===== src/kruskal_edge_filter_top_macros.svh =====
// Assertion macros for the spanning-tree edge filter.
// Each check samples on the rising edge of clk and is disabled while rst is high.
`ifndef KRUSKAL_EDGE_FILTER_TOP_MACROS_SVH
`define KRUSKAL_EDGE_FILTER_TOP_MACROS_SVH
`ifndef SYNTHESIS
`define KEF_ASSERT_SAME(lbl, ante, cons) \
  lbl: assert property (@(posedge clk) disable iff (rst) (ante) |-> (cons)) \
    else $error("edge filter check failed");
`define KEF_ASSERT_NEXT(lbl, ante, cons) \
  lbl: assert property (@(posedge clk) disable iff (rst) (ante) |=> (cons)) \
    else $error("edge filter check failed");
`else
`define KEF_ASSERT_SAME(lbl, ante, cons)
`define KEF_ASSERT_NEXT(lbl, ante, cons)
`endif
`endif


===== src/kef_pkg.sv =====
package kef_pkg;

  localparam int VERT_W     = 6;
  localparam int TALLY_W    = 6;
  localparam int VC_W       = 7;
  localparam int RANK_W     = 3;
  localparam int CFG_ADDR_W = 3;
  localparam int CFG_DATA_W = 32;

  localparam logic [RANK_W-1:0]  RANK_MAX  = 3'd7;
  localparam logic [TALLY_W-1:0] TALLY_MAX = 6'd63;
  localparam logic [VC_W-1:0]    VERTEX_COUNT_RESET = 7'd64;

  localparam logic REG_VERTEX_COUNT = 1'b0;

  typedef enum logic [2:0] {
    ST_IDLE,
    ST_FIND_RD,
    ST_FIND_CHK,
    ST_CMP_RD,
    ST_CMP_CHK,
    ST_UNION,
    ST_BUMP,
    ST_FINISH
  } kef_state_t;

endpackage


===== src/kef_ifs.sv =====
interface kef_edge_if;
  import kef_pkg::*;

  logic              valid;
  logic              ready;
  logic              new_graph;
  logic [VERT_W-1:0] vert_a;
  logic [VERT_W-1:0] vert_b;

  modport source (output valid, new_graph, vert_a, vert_b, input ready);
  modport sink (input valid, new_graph, vert_a, vert_b, output ready);
endinterface

interface kef_result_if;
  import kef_pkg::*;

  logic               valid;
  logic               ready;
  logic               accepted;
  logic [TALLY_W-1:0] tree_edges;

  modport source (output valid, accepted, tree_edges, input ready);
  modport sink (input valid, accepted, tree_edges, output ready);
endinterface


===== src/kruskal_edge_filter_top.sv =====
// Spanning-tree edge filter on a disjoint-set table.
// The edges channel carries one edge per beat: new_graph, vert_a and vert_b.
// Edges are expected in non-decreasing weight order. The verdicts channel
// returns one beat per edge: accepted, and tree_edges, the count after it.
// vertex_count is written over the APB port at byte address 0 (any address with paddr[2] low) and is read back.
// A single-port set table is walked by a small sequencer: every parent hop
// is a table read, then a compare, once to find a root and once more to
// point each visited entry straight at it. A join of two sets of equal rank
// adds a rank-bump step. The verdict becomes valid, and the edges channel
// ready again, in the same cycle. An edge out of range skips the table walk.
// A finished verdict waits in an output register; while the receiver stalls,
// the next edge may be taken and worked on, but its verdict is held back
// until the register frees up.
// Reset empties the set table (each vertex its own set, rank zero), clears
// the count, sets vertex_count to 64 and drops valid on the verdicts channel.
// new_graph does the same to the table and the count, but not to vertex_count.
`include "kruskal_edge_filter_top_macros.svh"

module kruskal_edge_filter_top #(
  parameter int unsigned MAX_VERTICES = 64
) (
  input  logic                            clk,
  input  logic                            rst,
  kef_edge_if.sink                        edges,
  kef_result_if.source                    verdicts,
  input  logic                            psel,
  input  logic                            penable,
  input  logic                            pwrite,
  input  logic [kef_pkg::CFG_ADDR_W-1:0]  paddr,
  input  logic [kef_pkg::CFG_DATA_W-1:0]  pwdata,
  output logic [kef_pkg::CFG_DATA_W-1:0]  prdata,
  output logic                            pready
);
  import kef_pkg::*;

  localparam int unsigned DEPTH = (MAX_VERTICES < 64) ? MAX_VERTICES : 64;
  localparam int IW = $clog2(DEPTH);
  localparam int WW = RANK_W + IW;

  kef_state_t state, state_next;

  logic [VC_W-1:0]    vertex_count;
  logic [IW-1:0]      cur, cur_next;
  logic               sel_b, sel_b_next;
  logic [IW-1:0]      a_idx, a_idx_next;
  logic [IW-1:0]      b_idx, b_idx_next;
  logic [IW-1:0]      ra, ra_next;
  logic [IW-1:0]      rb, rb_next;
  logic [RANK_W-1:0]  rank_a, rank_a_next;
  logic [RANK_W-1:0]  rank_b, rank_b_next;
  logic               acc, acc_next;
  logic [TALLY_W-1:0] edge_tally, edge_tally_next;
  logic               out_valid, out_valid_next;
  logic               out_accepted;
  logic [TALLY_W-1:0] out_tree_edges;
  logic               out_load;
  logic               clear_table;

  logic [WW-1:0]      table_mem [DEPTH];
  logic [DEPTH-1:0]   entry_valid;
  logic [WW-1:0]      rd_word;
  logic               rd_vld;
  logic               mem_we;
  logic [IW-1:0]      mem_waddr;
  logic [WW-1:0]      mem_wdata;

  logic [IW-1:0]      parent_eff;
  logic [RANK_W-1:0]  rank_eff;
  logic [IW-1:0]      root_cur;
  logic               in_range;

  assign pready = 1'b1;

  always_ff @(posedge clk) begin
    if (rst) begin
      vertex_count <= VERTEX_COUNT_RESET;
    end else if (psel && penable && pwrite &&
                 paddr[CFG_ADDR_W-1] == REG_VERTEX_COUNT) begin
      vertex_count <= pwdata[VC_W-1:0];
    end
  end

  always_comb begin
    prdata = '0;
    if (paddr[CFG_ADDR_W-1] == REG_VERTEX_COUNT) begin
      prdata = CFG_DATA_W'(vertex_count);
    end
  end

  always_ff @(posedge clk) begin
    if (mem_we) begin
      table_mem[mem_waddr] <= mem_wdata;
    end
    rd_word <= table_mem[cur];
    rd_vld  <= entry_valid[cur];
  end

  always_ff @(posedge clk) begin
    if (rst || clear_table) begin
      entry_valid <= '0;
    end else if (mem_we) begin
      entry_valid[mem_waddr] <= 1'b1;
    end
  end

  assign parent_eff = rd_vld ? rd_word[IW-1:0] : cur;
  assign rank_eff   = rd_vld ? rd_word[WW-1:IW] : '0;
  assign root_cur   = sel_b ? rb : ra;

  assign in_range = ({1'b0, edges.vert_a} < vertex_count) &&
                    ({1'b0, edges.vert_b} < vertex_count) &&
                    (32'(edges.vert_a) < MAX_VERTICES) &&
                    (32'(edges.vert_b) < MAX_VERTICES);

  assign edges.ready        = (state == ST_IDLE);
  assign verdicts.valid     = out_valid;
  assign verdicts.accepted  = out_accepted;
  assign verdicts.tree_edges = out_tree_edges;

  always_ff @(posedge clk) begin
    if (rst) begin
      state      <= ST_IDLE;
      edge_tally <= '0;
      out_valid  <= 1'b0;
      sel_b      <= 1'b0;
    end else begin
      state      <= state_next;
      edge_tally <= edge_tally_next;
      out_valid  <= out_valid_next;
      sel_b      <= sel_b_next;
    end
  end

  always_ff @(posedge clk) begin
    cur    <= cur_next;
    a_idx  <= a_idx_next;
    b_idx  <= b_idx_next;
    ra     <= ra_next;
    rb     <= rb_next;
    rank_a <= rank_a_next;
    rank_b <= rank_b_next;
    acc    <= acc_next;
    if (out_load) begin
      out_accepted   <= acc;
      out_tree_edges <= edge_tally;
    end
  end

  always_comb begin
    state_next      = state;
    cur_next        = cur;
    sel_b_next      = sel_b;
    a_idx_next      = a_idx;
    b_idx_next      = b_idx;
    ra_next         = ra;
    rb_next         = rb;
    rank_a_next     = rank_a;
    rank_b_next     = rank_b;
    acc_next        = acc;
    edge_tally_next = edge_tally;
    clear_table     = 1'b0;
    mem_we          = 1'b0;
    mem_waddr       = cur;
    mem_wdata       = '0;
    out_load        = 1'b0;

    case (state)
      ST_IDLE: begin
        if (edges.valid) begin
          if (edges.new_graph) begin
            clear_table     = 1'b1;
            edge_tally_next = '0;
          end
          a_idx_next = edges.vert_a[IW-1:0];
          b_idx_next = edges.vert_b[IW-1:0];
          cur_next   = edges.vert_a[IW-1:0];
          sel_b_next = 1'b0;
          acc_next   = 1'b0;
          state_next = in_range ? ST_FIND_RD : ST_FINISH;
        end
      end
      ST_FIND_RD: begin
        state_next = ST_FIND_CHK;
      end
      ST_FIND_CHK: begin
        if (parent_eff == cur) begin
          if (sel_b) begin
            rb_next     = cur;
            rank_b_next = rank_eff;
            cur_next    = b_idx;
          end else begin
            ra_next     = cur;
            rank_a_next = rank_eff;
            cur_next    = a_idx;
          end
          state_next = ST_CMP_RD;
        end else begin
          cur_next   = parent_eff;
          state_next = ST_FIND_RD;
        end
      end
      ST_CMP_RD: begin
        if (cur == root_cur) begin
          if (sel_b) begin
            state_next = ST_UNION;
          end else begin
            sel_b_next = 1'b1;
            cur_next   = b_idx;
            state_next = ST_FIND_RD;
          end
        end else begin
          state_next = ST_CMP_CHK;
        end
      end
      ST_CMP_CHK: begin
        mem_we     = 1'b1;
        mem_waddr  = cur;
        mem_wdata  = {rank_eff, root_cur};
        cur_next   = parent_eff;
        state_next = ST_CMP_RD;
      end
      ST_UNION: begin
        state_next = ST_FINISH;
        if (ra != rb) begin
          acc_next = 1'b1;
          if (edge_tally != TALLY_MAX) begin
            edge_tally_next = edge_tally + 1'b1;
          end
          mem_we = 1'b1;
          if (rank_a < rank_b) begin
            mem_waddr = ra;
            mem_wdata = {rank_a, rb};
          end else begin
            mem_waddr = rb;
            mem_wdata = {rank_b, ra};
            if (rank_a == rank_b) begin
              state_next = ST_BUMP;
            end
          end
        end
      end
      ST_BUMP: begin
        mem_we    = 1'b1;
        mem_waddr = ra;
        mem_wdata = {(rank_a != RANK_MAX) ? rank_a + 1'b1 : rank_a, ra};
        state_next = ST_FINISH;
      end
      ST_FINISH: begin
        if (!out_valid || verdicts.ready) begin
          out_load   = 1'b1;
          state_next = ST_IDLE;
        end
      end
      default: begin
        state_next = ST_IDLE;
      end
    endcase

    out_valid_next = (out_valid && !verdicts.ready) || out_load;
  end

  `KEF_ASSERT_SAME(a_accept_counts, verdicts.valid && verdicts.accepted, verdicts.tree_edges != '0)
  `KEF_ASSERT_NEXT(a_tally_holds, state != ST_UNION && !(edges.valid && edges.ready), $stable(edge_tally))
  `KEF_ASSERT_SAME(a_idle_no_write, state == ST_IDLE || state == ST_FINISH, !mem_we)

endmodule


===== src/flat_wrapper.sv =====
// flat-port wrapper written by rule: the top's interface ports become plain ports
module kruskal_edge_filter_top_flat import kef_pkg::*;
#(
  parameter int unsigned MAX_VERTICES = 64
)
  (clk, rst, psel, penable, pwrite, paddr, pwdata, prdata, pready, edges_valid, edges_new_graph, edges_vert_a, edges_vert_b, edges_ready, verdicts_valid, verdicts_accepted, verdicts_tree_edges, verdicts_ready);
  kef_edge_if edges_i ();
  kef_result_if verdicts_i ();
  input  logic clk;
  input  logic rst;
  input  logic psel;
  input  logic penable;
  input  logic pwrite;
  input  logic [kef_pkg::CFG_ADDR_W-1:0] paddr;
  input  logic [kef_pkg::CFG_DATA_W-1:0] pwdata;
  output logic [kef_pkg::CFG_DATA_W-1:0] prdata;
  output logic pready;
  input wire logic [$bits(edges_i.valid)-1:0] edges_valid;
  input wire logic [$bits(edges_i.new_graph)-1:0] edges_new_graph;
  input wire logic [$bits(edges_i.vert_a)-1:0] edges_vert_a;
  input wire logic [$bits(edges_i.vert_b)-1:0] edges_vert_b;
  output wire logic [$bits(edges_i.ready)-1:0] edges_ready;
  output wire logic [$bits(verdicts_i.valid)-1:0] verdicts_valid;
  output wire logic [$bits(verdicts_i.accepted)-1:0] verdicts_accepted;
  output wire logic [$bits(verdicts_i.tree_edges)-1:0] verdicts_tree_edges;
  input wire logic [$bits(verdicts_i.ready)-1:0] verdicts_ready;
  assign edges_i.valid = edges_valid;
  assign edges_i.new_graph = edges_new_graph;
  assign edges_i.vert_a = edges_vert_a;
  assign edges_i.vert_b = edges_vert_b;
  assign edges_ready = edges_i.ready;
  assign verdicts_valid = verdicts_i.valid;
  assign verdicts_accepted = verdicts_i.accepted;
  assign verdicts_tree_edges = verdicts_i.tree_edges;
  assign verdicts_i.ready = verdicts_ready;
  kruskal_edge_filter_top #(.MAX_VERTICES(MAX_VERTICES)) u_core (.clk(clk), .rst(rst), .edges(edges_i), .verdicts(verdicts_i), .psel(psel), .penable(penable), .pwrite(pwrite), .paddr(paddr), .pwdata(pwdata), .prdata(prdata), .pready(pready));
endmodule

===== config.mk =====
export PLATFORM = sky130hd
export DESIGN_NAME = kruskal_edge_filter_top_flat
export DESIGN_NICKNAME = d
export VERILOG_FILES = /design/src/kef_pkg.sv /design/src/kef_ifs.sv /design/src/kruskal_edge_filter_top.sv /design/src/flat_wrapper.sv
export VERILOG_INCLUDE_DIRS = /design/src /design/src/src
export SDC_FILE = /design/constraint.sdc
export NUM_CORES = 1
export LEC_CHECK = 0
export BUFFER_PORTS_ARGS = -buffer_cell sky130_fd_sc_hd__buf_2
export CORE_MARGIN = 4
export CORE_UTILIZATION = 45
export CTS_CLUSTER_DIAMETER = 120
export CTS_CLUSTER_SIZE = 8
export DETAILED_ROUTE_END_ITERATION = 12
export GPL_TIMING_DRIVEN = 0
export PLACE_DENSITY = 0.72
export SYNTH_ARGS = -nofsm -noshare
export SYNTH_HDL_FRONTEND = slang
export SYNTH_SLANG_ARGS = --single-unit

===== constraint.sdc =====
create_clock -name clk -period 4.9 [get_ports clk]
set_input_delay 0 -clock clk [delete_from_list [all_inputs] [get_ports clk]]
set_output_delay 0 -clock clk [all_outputs]
set_load 0.005 [all_outputs]

==> out/results.ini <==
[outcome]
outcome=finished clean

[logic_synthesis]
synth_cell_types=59
yosys-mux-area-fraction=0.172
post_synth_instance_area_um2=28700
synthXorXnorAreaFrac=0.00732
synth_warnings=0
yosysTopAreaCellShare=0.648
synth-compound-area-share=0.0384
ys_seq_elements=712
yosys.area_share.simple=0.0417
avgSynthCellArea_um2=19.2
synth_cells=1495
yosys.area.top_type=edfxtp_1
async_flop_share=0
synthFlopType=edfxtp_1
synth_top_family_by_area=multiplexers
synth_edf_count=620
synth_area_leaders=edfxtp_1, mux4_2, dfxtp_1
synth_adder_area_share=0.00653
yosysSeqAreaShare=0.712

[timing]
skew_ns=0.0281
worstMarginPinSlew_ns=1.07
setup_tns_ns=0
fmax_ghz=0.219
maxSlewViolCount=0
final.period_utilization=0.931
rsz0062_at_grt=no
hold_viol=0
min_period_ns=4.56
hold_slack_ns=0.130
slew_headroom=0.289
finalSetupViolCount=0

[floorplanning]
die_x_um=261
core_um2=63200
pin_count=97
start_util=0.455
rows=92
die_y_um=261
dieArea_um2=68000

[drt]
first_pass_iters=5
drc=0
drt_iter0_drc=1988
vias=15500
routed_wl_mm=68.3
viasPerCell=5.95
detail-route-antenna-nets=0
wire_per_inst_um=26.1

[worst_setup_path]
path_max_fanout=9
crit_path_end_kind=flip-flop
cp.arrival_ns=4.80
rr_worst_depth=8
r2r-end=u_core.table_mem[18][3]$_DFFE_PP_
r2r_slack_ns=0.34
setup.worst_path.start_class=flip-flop
crit_type=reg2reg
worstReg2RegStart=u_core.rank_a[1]$_DFFE_PP_
required_ns=5.14

[power]
finalPower_mw=16.9
power_density_nw_per_um2=504
p_leak_nw=11.0
irDropWorstVdd_v=0.000302

[grt]
grt_max_degree=49
grt_pass1_wl_mm=101
grt_usage=0.202
grt_pass1_vias=15500
antenna_found_initial=1
gr-total-overflow=0

[cells_and_area]
diodes=0
regArea_um2=20500
multiInputGateArea_um2=7830
final_layout_size_suffix_gt1_frac=0.265
syn_to_final_growth_pct=16.8
nets=1776
nFillCells=4781

[clock_tree]
clockBufferDepth=3
cts_tree=yes
postCtsSetupRepairBufs=0
cts-buffers-inserted=98
clock_sinks=712
clock_latency_ns=0.64
root_buffer=clkbuf_16
htreeDepth=3
path_clk_slew_ns=0.05

[place]
gp_congestion=0.914
hpwl_mm=44.8
port_buffers=43

[worst_hold_path]
hold_end=u_core.b_idx[4]$_DFFE_PP_
hp-class=in2reg
min_path_cells=2
min_from=edges_vert_b[4]

[job]
cap_violations=0

[area by class of cell]
type	count	share of cell area
Tap cell	846	0.0316
Clock inverter	5	0.00216
Clock buffer	156	0.0802
Inverter	14	0.00157
Sequential cell	712	0.610
Buffer	107	0.0168
Multi-Input combinational cell	686	0.233
Timing Repair Buffer	87	0.0246
[cell usage after synthesis (all sizes together) (4+ instances only)]
| master | instances |
|---|---|
| mux2i | 22 |
| nor2b | 4 |
| o21ai | 47 |
| xnor2 | 12 |
| a22o | 37 |
| a221o | 5 |
| nand4 | 9 |
| ha | 15 |
| dfxtp | 92 |
| nor3 | 9 |
| clkbuf | 38 |
| a21oi | 28 |
| and2 | 6 |
| a221oi | 11 |
| nand2b | 5 |
| inv | 14 |
| edfxtp | 620 |
| nor4 | 9 |
| nand3 | 29 |
| mux4 | 210 |
| nand2 | 46 |
| buf | 69 |
| xor2 | 12 |
| nor2 | 113 |
[worst max-delay path, cell delays in order, from the launching register on]
cell and delay (ns):
edfxtp_1 0.43, ha_1 0.33, nor2b_1 0.17, o21a_1 0.24
o21ai_0 0.22, a21oi_1 0.13, a221oi_2 0.67, nand3_1 0.92
nor2_1 1.05
[worst max-delay path by stage]
stage / from / to / slack (ns)
floorplan: u_core.rank_a[1]$_DFFE_PP_ / u_core.table_mem[0][7]$_DFFE_PP_ / 0.39
global placement: u_core.rank_a[1]$_DFFE_PP_ / u_core.table_mem[26][7]$_DFFE_PP_ / -3.07
detailed placement: u_core.rank_a[1]$_DFFE_PP_ / u_core.table_mem[18][4]$_DFFE_PP_ / 0.53
CTS: u_core.rank_a[1]$_DFFE_PP_ / u_core.table_mem[18][3]$_DFFE_PP_ / 0.50
global route: u_core.rank_a[1]$_DFFE_PP_ / u_core.table_mem[50][3]$_DFFE_PP_ / 0.23
finish: u_core.rank_a[1]$_DFFE_PP_ / u_core.table_mem[18][3]$_DFFE_PP_ / 0.34
[repair_timing]
| action | 4_1_cts | 5_1_grt |
|---|---|---|
| resized for setup | 0 | 0 |
| hold endpoints to repair | 32 | 0 |
| hold buffers | 31 | 0 |
| endpoints found under the setup margin | 0 | 0 |
[flip-flops by register name, summed over array words and instances, names as in the netlist, 6 cells and up]
name / cells
u_core.table_mem: 576
u_core.entry_valid: 64
u_core.rd_word: 9
u_core.vertex_count: 7
u_core.a_idx: 6
u_core.b_idx: 6
u_core.cur: 6
u_core.edge_tally: 6
u_core.ra: 6
u_core.rb: 6
u_core.verdicts.tree_edges: 6
[where the power goes]
part / total, mW / switching (mW) / internal (mW)
logic: 3.85 / 2.25 / 1.60
registers: 6.96 / 0.0892 / 6.87
clock network: 6.12 / 2.41 / 3.71
[layout by cell type, fill, tap and decap left out, types with 12 or more instances in the layout]
cell type,count
edfxtp_1,620
mux4_2,210
nor2_1,113
clkbuf_16,99
clkbuf_1,95
dfxtp_1,92
buf_2,74
nand2_1,46
o21ai_0,44
a22o_1,32
dlygate4sd3_1,31
buf_4,30
nand3_1,29
a21oi_1,28
conb_1,26
mux2i_1,22
ha_1,15
inv_1,14
xnor2_1,12
xor2_1,12
[routing by layer]
layer | track usage | vias to the layer above | part of all wire
li1 | - | 6478 | -
met1 | 0.284 | 8097 | 0.40
met2 | 0.313 | 818 | 0.47
met3 | 0.0487 | 149 | 0.091
met4 | 0.0683 | 0 | 0.035
met5 | 0 | - | 0
[per-stage QoR]
step | instance area [um2] | std cells | utilization | setup WS (ns)
global placement | 30100 | 2408 | 0.476 | -3.07
floorplan | 28800 | 1519 | - | 0.386
CTS | 33500 | 2613 | 0.531 | 0.500
detailed placement | 30500 | 2421 | 0.482 | 0.534
finish | 33500 | 2613 | 0.531 | 0.338
global route | 33500 | 2613 | 0.531 | 0.226
[cells by family (layout without fill, tap and decap cells)]
kind of cell | after synthesis | in the layout
flops | 712 | 712
simple gates | 240 | 240
mux | 232 | 232
compound gates | 149 | 149
buf+inv | 121 | 369
xor+xnor | 24 | 24
fa+ha+maj | 15 | 15
other cells | 2 | 26
(Power assumes the default switching activity.)
